`config.mk`:
```
export PLATFORM = sky130hd
export DESIGN_NAME = priority_ready_queue
export DESIGN_NICKNAME = d
export VERILOG_FILES = /design/src/design/prq_pkg.sv /design/src/design/prq_cell.sv /design/src/design/priority_ready_queue.sv
export SDC_FILE = /design/constraint.sdc
export NUM_CORES = 1
export LEC_CHECK = 0
export ABC_AREA = 1
export BUFFER_PORTS_ARGS = -buffer_cell sky130_fd_sc_hd__buf_2
export CAP_MARGIN = 30
export CORE_UTILIZATION = 50
export DETAILED_ROUTE_END_ITERATION = 12
export GPL_ROUTABILITY_DRIVEN = 1
export PLACE_DENSITY = 0.66
export SYNTH_ARGS = -nofsm -noshare
export SYNTH_HDL_FRONTEND = slang
export SYNTH_HIERARCHICAL = 1
export SYNTH_SLANG_ARGS = --single-unit
```
`constraint.sdc`:
```
create_clock -name clk_i -period 9.15 [get_ports clk_i]
set_clock_uncertainty 0.1 [all_clocks]
set_input_delay 1.83 -clock clk_i [delete_from_list [all_inputs] [get_ports clk_i]]
set_output_delay 1.83 -clock clk_i [all_outputs]
set_load 0.02 [all_outputs]
```
`src/design/prq_pkg.sv`:
```
`timescale 1ns / 1ps
`default_nettype none

package prq_pkg;

  localparam int unsigned DefQueueDepth = 16;
  localparam int unsigned IdW           = 8;
  localparam int unsigned PrioW         = 8;

  localparam logic [1:0] CMD_ENQUEUE  = 2'd0;
  localparam logic [1:0] CMD_PUT_BACK = 2'd1;
  localparam logic [1:0] CMD_TAKE     = 2'd2;

  localparam logic [1:0] ST_OK    = 2'd0;
  localparam logic [1:0] ST_FULL  = 2'd1;
  localparam logic [1:0] ST_EMPTY = 2'd2;

  typedef struct packed {
    logic [IdW-1:0]   id;
    logic [PrioW-1:0] prio;
  } entry_t;

  typedef struct packed {
    logic   ins;
    logic   take;
    logic   sorted;
    entry_t item;
  } ctl_t;

endpackage

`default_nettype wire

```
`src/design/prq_cell.sv`:
```
`timescale 1ns / 1ps
`default_nettype none

module prq_cell
  import prq_pkg::*;
(
  input  wire logic   clk_i,
  input  wire ctl_t   ctl_i,
  input  wire logic   valid_i,
  input  wire logic   left_found_i,
  input  wire entry_t left_entry_i,
  input  wire entry_t right_entry_i,
  output      logic   found_o,
  output      entry_t entry_o
);

  entry_t entry_q;
  entry_t entry_d;
  logic   hit;

  // first free or first strictly later slot takes the new task; on put back the head slot takes it
  assign hit     = !valid_i || !ctl_i.sorted || (entry_q.prio > ctl_i.item.prio);
  assign found_o = left_found_i || hit;
  assign entry_o = entry_q;

  always_comb begin
    entry_d = entry_q;
    if (ctl_i.take) begin
      entry_d = right_entry_i;
    end else if (ctl_i.ins) begin
      if (left_found_i) begin
        entry_d = left_entry_i;
      end else if (hit) begin
        entry_d = ctl_i.item;
      end
    end
  end

  always_ff @(posedge clk_i) begin
    entry_q <= entry_d;
  end

endmodule

`default_nettype wire

```
`src/design/priority_ready_queue.sv`:
```
// priority_ready_queue: sorted ready queue of tasks, smaller priority is more urgent
//
// command channel: a command transfers at a rising edge with start_i high and
// busy_o low; busy_o stays low, so one command can be given every cycle
// enqueue (0) inserts behind all tasks of equal or smaller priority number,
// put back (1) inserts at the head, take (2) removes the head task
// result channel: exactly one result per command, on out_task_id_o,
// out_priority_o and status_o while done_o is high, in the cycle after the command
// throughput 1 command per cycle; the row of cells compares all entries against
// the new priority in parallel and shifts the entries
// status: 0 ok, 1 queue full and task dropped, 2 queue empty on take
// task fields read zero unless a task was taken
// the receiver cannot stall: each result is shown for one cycle only
// reset empties the queue; entry contents are not cleared, only the count
`timescale 1ns / 1ps
`default_nettype none

module priority_ready_queue
  import prq_pkg::*;
#(
  parameter int unsigned QUEUE_DEPTH = DefQueueDepth
) (
  input  wire logic             clk_i,
  input  wire logic             rst_ni,
  input  wire logic             start_i,
  output      logic             busy_o,
  input  wire logic [1:0]       command_i,
  input  wire logic [IdW-1:0]   task_id_i,
  input  wire logic [PrioW-1:0] task_priority_i,
  output      logic             done_o,
  output      logic [IdW-1:0]   out_task_id_o,
  output      logic [PrioW-1:0] out_priority_o,
  output      logic [1:0]       status_o
);

  localparam int unsigned OccW = $clog2(QUEUE_DEPTH + 1);
  localparam logic [OccW-1:0] OccFull = OccW'(QUEUE_DEPTH);

  logic [OccW-1:0]  occ_q, occ_d;
  logic             done_q;
  logic [IdW-1:0]   id_q, id_d;
  logic [PrioW-1:0] prio_q, prio_d;
  logic [1:0]       status_q, status_d;

  ctl_t   ctl;
  logic   is_full, is_empty;
  logic   found  [QUEUE_DEPTH];
  entry_t entries[QUEUE_DEPTH];

  assign is_full  = (occ_q == OccFull);
  assign is_empty = (occ_q == '0);
  assign busy_o   = 1'b0;

  always_comb begin
    ctl.ins         = 1'b0;
    ctl.take        = 1'b0;
    ctl.sorted      = (command_i == CMD_ENQUEUE);
    ctl.item.id     = task_id_i;
    ctl.item.prio   = task_priority_i;
    occ_d           = occ_q;
    id_d            = '0;
    prio_d          = '0;
    status_d        = ST_OK;
    if (start_i) begin
      unique case (command_i)
        CMD_ENQUEUE, CMD_PUT_BACK: begin
          if (is_full) begin
            status_d = ST_FULL;
          end else begin
            ctl.ins = 1'b1;
            occ_d   = occ_q + OccW'(1);
          end
        end
        CMD_TAKE: begin
          if (is_empty) begin
            status_d = ST_EMPTY;
          end else begin
            ctl.take = 1'b1;
            occ_d    = occ_q - OccW'(1);
            id_d     = entries[0].id;
            prio_d   = entries[0].prio;
          end
        end
        default: begin
          status_d = ST_OK;
        end
      endcase
    end
  end

  for (genvar k = 0; k < QUEUE_DEPTH; k++) begin : g_cell
    logic   left_found;
    entry_t left_entry;
    entry_t right_entry;

    if (k == 0) begin : g_head
      assign left_found = 1'b0;
      assign left_entry = '0;
    end else begin : g_mid
      assign left_found = found[k-1];
      assign left_entry = entries[k-1];
    end

    if (k == QUEUE_DEPTH - 1) begin : g_tail
      assign right_entry = '0;
    end else begin : g_body
      assign right_entry = entries[k+1];
    end

    prq_cell u_cell (
      .clk_i         (clk_i),
      .ctl_i         (ctl),
      .valid_i       (occ_q > OccW'(k)),
      .left_found_i  (left_found),
      .left_entry_i  (left_entry),
      .right_entry_i (right_entry),
      .found_o       (found[k]),
      .entry_o       (entries[k])
    );
  end

  always_ff @(posedge clk_i or negedge rst_ni) begin
    if (!rst_ni) begin
      occ_q    <= '0;
      done_q   <= 1'b0;
      id_q     <= '0;
      prio_q   <= '0;
      status_q <= ST_OK;
    end else begin
      occ_q    <= occ_d;
      done_q   <= start_i;
      id_q     <= id_d;
      prio_q   <= prio_d;
      status_q <= status_d;
    end
  end

  assign done_o         = done_q;
  assign out_task_id_o  = id_q;
  assign out_priority_o = prio_q;
  assign status_o       = status_q;

  a_occ_bound: assert property (@(posedge clk_i) disable iff (!rst_ni)
    occ_q <= OccFull)
    else $error("occupancy above depth");

  a_one_result: assert property (@(posedge clk_i) disable iff (!rst_ni)
    start_i |=> done_q)
    else $error("command without result");

  a_full_keeps: assert property (@(posedge clk_i) disable iff (!rst_ni)
    (done_q && status_q == ST_FULL) |-> is_full)
    else $error("full drop changed occupancy");

  a_empty_zero: assert property (@(posedge clk_i) disable iff (!rst_ni)
    (done_q && status_q == ST_EMPTY) |-> (id_q == '0 && prio_q == '0 && is_empty))
    else $error("empty take with task data");

endmodule

`default_nettype wire

```
==> results of run 1 <==
==> final cells by class <==
type / count / area share
Clock inverter: 13 / 0.00290
Tap cell: 504 / 0.0311
Inverter: 285 / 0.0572
Clock buffer: 48 / 0.0512
Multi-Input combinational cell: 1655 / 0.427
Antenna cell: 2 / 0.000247
Timing Repair Buffer: 71 / 0.0215
Sequential cell: 280 / 0.409
==> per-stage QoR <==
stage / utilization / total power [mW] / cells
finish: 0.550 / 4.31 / 2858
global route: 0.550 / 4.52 / 2858
floorplan: - / 2.65 / 2321
detailed placement: 0.519 / 2.97 / 2795
CTS: 0.549 / 4.30 / 2856
global placement: 0.519 / 2.94 / 2795
==> final timing paths <==
kind                                                       start                                endpoint  slack [ps]  depth (start not counted)
setup / recovery                              task_priority_i[7]  g_cell[15].u_cell/entry_o[0]$_DFFE_PP_         660                         40
hold / removal             g_cell[0].u_cell/entry_o[8]$_DFFE_PP_              out_task_id_o[0]$_DFF_PN0_         420                          2
setup reg to reg           g_cell[0].u_cell/entry_o[7]$_DFFE_PP_  g_cell[15].u_cell/entry_o[0]$_DFFE_PP_        1630                         38
hold reg to reg            g_cell[0].u_cell/entry_o[8]$_DFFE_PP_              out_task_id_o[0]$_DFF_PN0_         420                          2
max in group asynchronous                                 rst_ni                    occ_q[2]$_DFFE_PN0P_        7380                          1
min in group asynchronous                                 rst_ni              out_task_id_o[3]$_DFF_PN0_        1190                          1
==> worst register-to-register path: cells and delay by family, from the launching register on <==
family | cells | cell delay [ps]
adder cells (fa/ha/maj) | 1 | 330
AND/OR/NAND/NOR | 21 | 3450
AO/OA/AOI/OAI | 1 | 190
flip-flops | 1 | 450
buffers and inverters | 15 | 2650
==> routing by layer <==
layer / up-vias / global-route usage / part of all wire
met5: - / 0 / 0
met4: 0 / 0.122 / 0.035
met3: 135 / 0.0444 / 0.071
met2: 661 / 0.476 / 0.48
met1: 7591 / 0.356 / 0.41
li1: 7649 / - / -
==> state kept, by name, indices dropped and copies added, names as in the netlist <==
signal / cells
done_o: 1
g_cell.u_cell/entry_o: 256
occ_q: 5
out_priority_o: 8
out_task_id_o: 8
status_o: 2
==> report_power, final <==
group,switching [mW],internal (mW),total (mW)
Sequential,0.211,1.71,1.92
Combinational,0.694,0.367,1.06
Clock,0.539,0.789,1.33
==> cell usage in the layout, fill, tap and decap left out, types with 4 or more instances in the layout <==
cell / instances
a21o_1: 16
a21oi_1: 513
a21oi_2: 32
buf_2: 39
buf_4: 32
clkbuf_1: 5
clkbuf_16: 38
clkbuf_8: 5
clkinv_1: 6
clkinv_2: 6
conb_1: 34
dfrtp_1: 24
edfxtp_1: 256
ha_1: 134
inv_1: 248
inv_2: 19
inv_6: 16
nand2_1: 505
nand2_2: 4
nand3_1: 21
nand3_2: 8
nand3_4: 7
nand4_1: 18
nor2_1: 309
nor2_2: 18
o21ai_0: 4
or2_2: 17
==> run_results.csv, run 1 <==
group,metric,value,unit
clocking,h-tree-depth,2,
layout,nets,2482,
global_route,grt_pass1_wl,84.6,mm
worst_setup_path,cp_max_fo,18,
sta,rsz0062_at_grt,"no",
drt,drc,0,
drt,drt-vias-per-instance,5.61,
layout,multiInputGateArea,8670,um^2
pwr,cellLeakagePower,8.84,nW
global_route,antenna_found_initial,2,
worst_setup_path,cp_common_cell,"inv_6",
layout,design_area,20300,um^2
sta,holdWs,420,ps
worst_setup_path,path_buf_inv,17,
worst_setup_path,crit_type,"primary input to flip-flop",
clocking,clock_latency,530,ps
floorplanning,die-area,38500,um^2
floorplanning,start_util,0.511,
place,port_buffers,39,
sta,hold_violations,0,
floorplanning,die_height,196,um
floorplanning,coreArea,36900,um^2
place,place_worst_setup_slack,-705,ps
sta,report.final.slew_viol_count,0,
floorplanning,die_w,196,um
sta,max_slew_margin,0.470,
clocking,post-cts-setup-buffer-count,0,
sta,fin_crit,8490,ps
place,post_dp_cell_area,19100,um^2
worst_setup_path,cpPeakStageDelay,330,ps
clocking,cts.clk_slew.worst_paths,60,ps
drt,drt_wl_total,54.1,mm
global_route,grt.total_usage,0.281,
yosys,avgSynthCellArea,8.24,um^2
global_route,grt.overflow.total,0,
drt,drtAntennaViolNets,0,
outcome,run_status,"finished, final reports clean",
place,place_hpwl,38.1,mm
layout,area_growth,7.63,%
sta,max_freq,118,MHz
clocking,cts_buffer_depth,3,
clocking,post_cts_resized,2,
layout,final_layout_size_suffix_gt1_frac,0.107,
yosys,synth_cells,2288,
hold_path,hold_class,"flip-flop to flip-flop",
drt,first_pass_iters,7,
drt,drt-initial-drc-count,1445,
yosys,netlist_area,18800,um^2
worst_setup_path,critPathLaunchType,"primary input",
drt,num_vias,16000,
sta,tns,0,ps
clocking,holdBufCountCts,0,
sta,fin_ws,656,ps
floorplanning,std_cell_rows,70,
pwr,pwr_density_cell,212,nW/um^2
layout,register_area,8290,um^2
clocking,cts_made_buffers,34,
global_route,grt_max_degree,113,
drt,wire_per_inst,18.9,um
clocking,clock-sinks,280,
worst_setup_path,cp.arrival,8560,ps
clocking,cts_root_buf,"clkbuf_16",
sta,worstMarginPinSlew,795,ps
worst_setup_path,cp_top_family,"simple AND/OR/NAND/NOR gates",
place,gp_congestion,0.943,
worst_setup_path,cp_slowest_cell,"clkinvlp_4",
layout,num-fill-cells,3357,
worst_setup_path,cp.required,9210,ps
floorplanning,io_pins,41,
global_route,grt_pass1_vias,15800,
sta,setup_viol,0,
run,cap_violations,0,
yosys,yosysWarnings,6,
worst_setup_path,end_kind,"flip-flop",
clocking,cts_tree,"done",
sta,min_period_over_period,0.928,
pwr,peakVddDrop,0.178,mV
No activity file was read; power rests on OpenSTA's default activity.
==> inputs of run 2 (changes only) <==
Settings changed: CORE_ASPECT_RATIO set to 1.4.
==> run_results.csv, run 2 (synthesis results as in run 1) <==
group,metric,value,unit
place,post_dp_cell_area,19100,um^2
sta,report.final.slew_viol_count,0,
sta,hold_violations,0,
drt,drt-initial-drc-count,1300,
floorplanning,io_pins,41,
outcome,violations,"DRC",
clocking,cts_root_buf,"clkbuf_16",
layout,area_growth,6.59,%
clocking,cts_made_buffers,30,
worst_setup_path,cp.arrival,8520,ps
sta,holdWs,406,ps
sta,max_slew_margin,0.503,
worst_setup_path,cpPeakStageDelay,340,ps
clocking,cts.clk_slew.worst_paths,60,ps
worst_setup_path,cp.required,9280,ps
clocking,holdBufCountCts,0,
worst_setup_path,cp_common_cell,"inv_6",
clocking,post-cts-setup-buffer-count,0,
drt,num_vias,15900,
sta,rsz0062_at_grt,"no",
run,cap_violations,0,
layout,layout.cells.non_filler,2813,
place,place_hpwl,40.8,mm
sta,max_freq,119,MHz
pwr,peakVddDrop,0.169,mV
floorplanning,die-area,38500,um^2
clocking,post_cts_resized,0,
sta,setup_viol,0,
worst_setup_path,cp_slowest_cell,"nand3_2",
layout,final_layout_size_suffix_gt1_frac,0.103,
drt,drt-vias-per-instance,5.67,
layout,nets,2478,
place,gp_congestion,0.958,
drt,drc,2,
drt,wire_per_inst,20.3,um
clocking,clock_latency,580,ps
worst_setup_path,end_kind,"flip-flop",
floorplanning,start_util,0.511,
sta,min_period_over_period,0.917,
global_route,grt_pass1_vias,16100,
clocking,clock-sinks,280,
drt,routed.top_layer,"met5",
floorplanning,std_cell_rows,83,
pwr,cellLeakagePower,8.76,nW
drt,m1WireLength,20.9,mm
place,port_buffers,39,
drt,met3_wirelength,3.45,mm
layout,design_area,20100,um^2
outcome,run_status,"finished with violations",
global_route,grt_pass1_wl,87.6,mm
hold_path,hold_class,"flip-flop to flip-flop",
layout,register_area,8290,um^2
layout,multiInputGateArea,8660,um^2
pwr,pwr_density_cell,209,nW/um^2
clocking,cts_buffer_depth,3,
worst_setup_path,cp_max_fo,18,
layout,num_antenna_cells,0,
global_route,antenna_found_initial,1,
sta,fin_crit,8390,ps
worst_setup_path,cp_top_family,"simple AND/OR/NAND/NOR gates",
floorplanning,die_height,232,um
drt,first_pass_iters,11,
place,dp_cells,2758,
global_route,grt.total_usage,0.294,
layout,final_common_cell,"a21oi_1",
clocking,cts_tree,"done",
clocking,h-tree-depth,1,
drt,drt_wl_total,57.0,mm
global_route,grt.overflow.total,0,
worst_setup_path,critPathLaunchType,"primary input",
layout,largest_register_ffs,256,
global_route,grt_max_degree,113,
layout,final_cell_mix,"a21oi_1 (513), nand2_1 (505), nor2_1 (309)",
worst_setup_path,crit_type,"primary input to flip-flop",
sta,worstMarginPinSlew,745,ps
layout,num-fill-cells,3396,
floorplanning,coreArea,36900,um^2
drt,wl_met2,28.7,mm
worst_setup_path,path_buf_inv,17,
drt,drtAntennaViolNets,0,
floorplanning,die_w,166,um
run 2: cell count changes in the layout (fill, tap and decap cells not counted), moves of 2 or more:
cell	previous run	this run
clkbuf_16	38	30
diode_2	2	0
bufinv_16	0	3
clkbuf_1	5	7
clkbuf_8	5	0
run 2: area by class of cell:
type,count,share of cell area
Clock buffer,37,0.0387
Clock inverter,18,0.00847
Inverter,285,0.0578
Multi-Input combinational cell,1655,0.431
Sequential cell,280,0.413
Tap cell,467,0.0291
Timing Repair Buffer,71,0.0223
run 2: power by group:
part | total, mW | switching [mW] | internal (mW)
clock | 1.20 | 0.519 | 0.684
sequential | 1.94 | 0.228 | 1.71
combinational | 1.06 | 0.695 | 0.368
total | 4.20 | 1.44 | 2.76
run 2: final timing paths:
| kind | depth (start not counted) | startpoint | to | slack, ps |
|---|---|---|---|---|
| setup / recovery | 40 | task_priority_i[6] | g_cell[15].u_cell/entry_o[15]$_DFFE_PP_ | 760 |
| hold / removal | 2 | g_cell[0].u_cell/entry_o[9]$_DFFE_PP_ | out_task_id_o[1]$_DFF_PN0_ | 410 |
| setup reg to reg | 38 | occ_q[0]$_DFFE_PN0P_ | g_cell[15].u_cell/entry_o[15]$_DFFE_PP_ | 1610 |
| hold reg to reg | 2 | g_cell[0].u_cell/entry_o[9]$_DFFE_PP_ | out_task_id_o[1]$_DFF_PN0_ | 410 |
| max in group asynchronous | 1 | rst_ni | out_task_id_o[3]$_DFF_PN0_ | 7420 |
| min in group asynchronous | 1 | rst_ni | status_o[1]$_DFF_PN0_ | 1140 |
run 2: worst reg2reg max path, delay by kind of cell (launching register included):
family	cells	cell delay [ps]
flops	1	560
fa+ha+maj	1	310
simple gates	20	3310
buf+inv	17	2920
run 2: stage by stage:
step                utilization  setup slack [ps]  power (mW)  TNS, ps
floorplan                     -              13.1        2.65        0
global placement          0.518              -238        2.96    -3800
detailed placement        0.518              -469        3.00    -7940
CTS                       0.544               111        4.20        0
global route              0.545               200        4.40        0
finish                    0.545               761        4.20        0
run 2: layer usage:
layer,global-route usage,vias to the layer above
met5,0,-
met4,0.202,2
met3,0.0360,211
met2,0.530,663
met1,0.325,7430
li1,-,7631
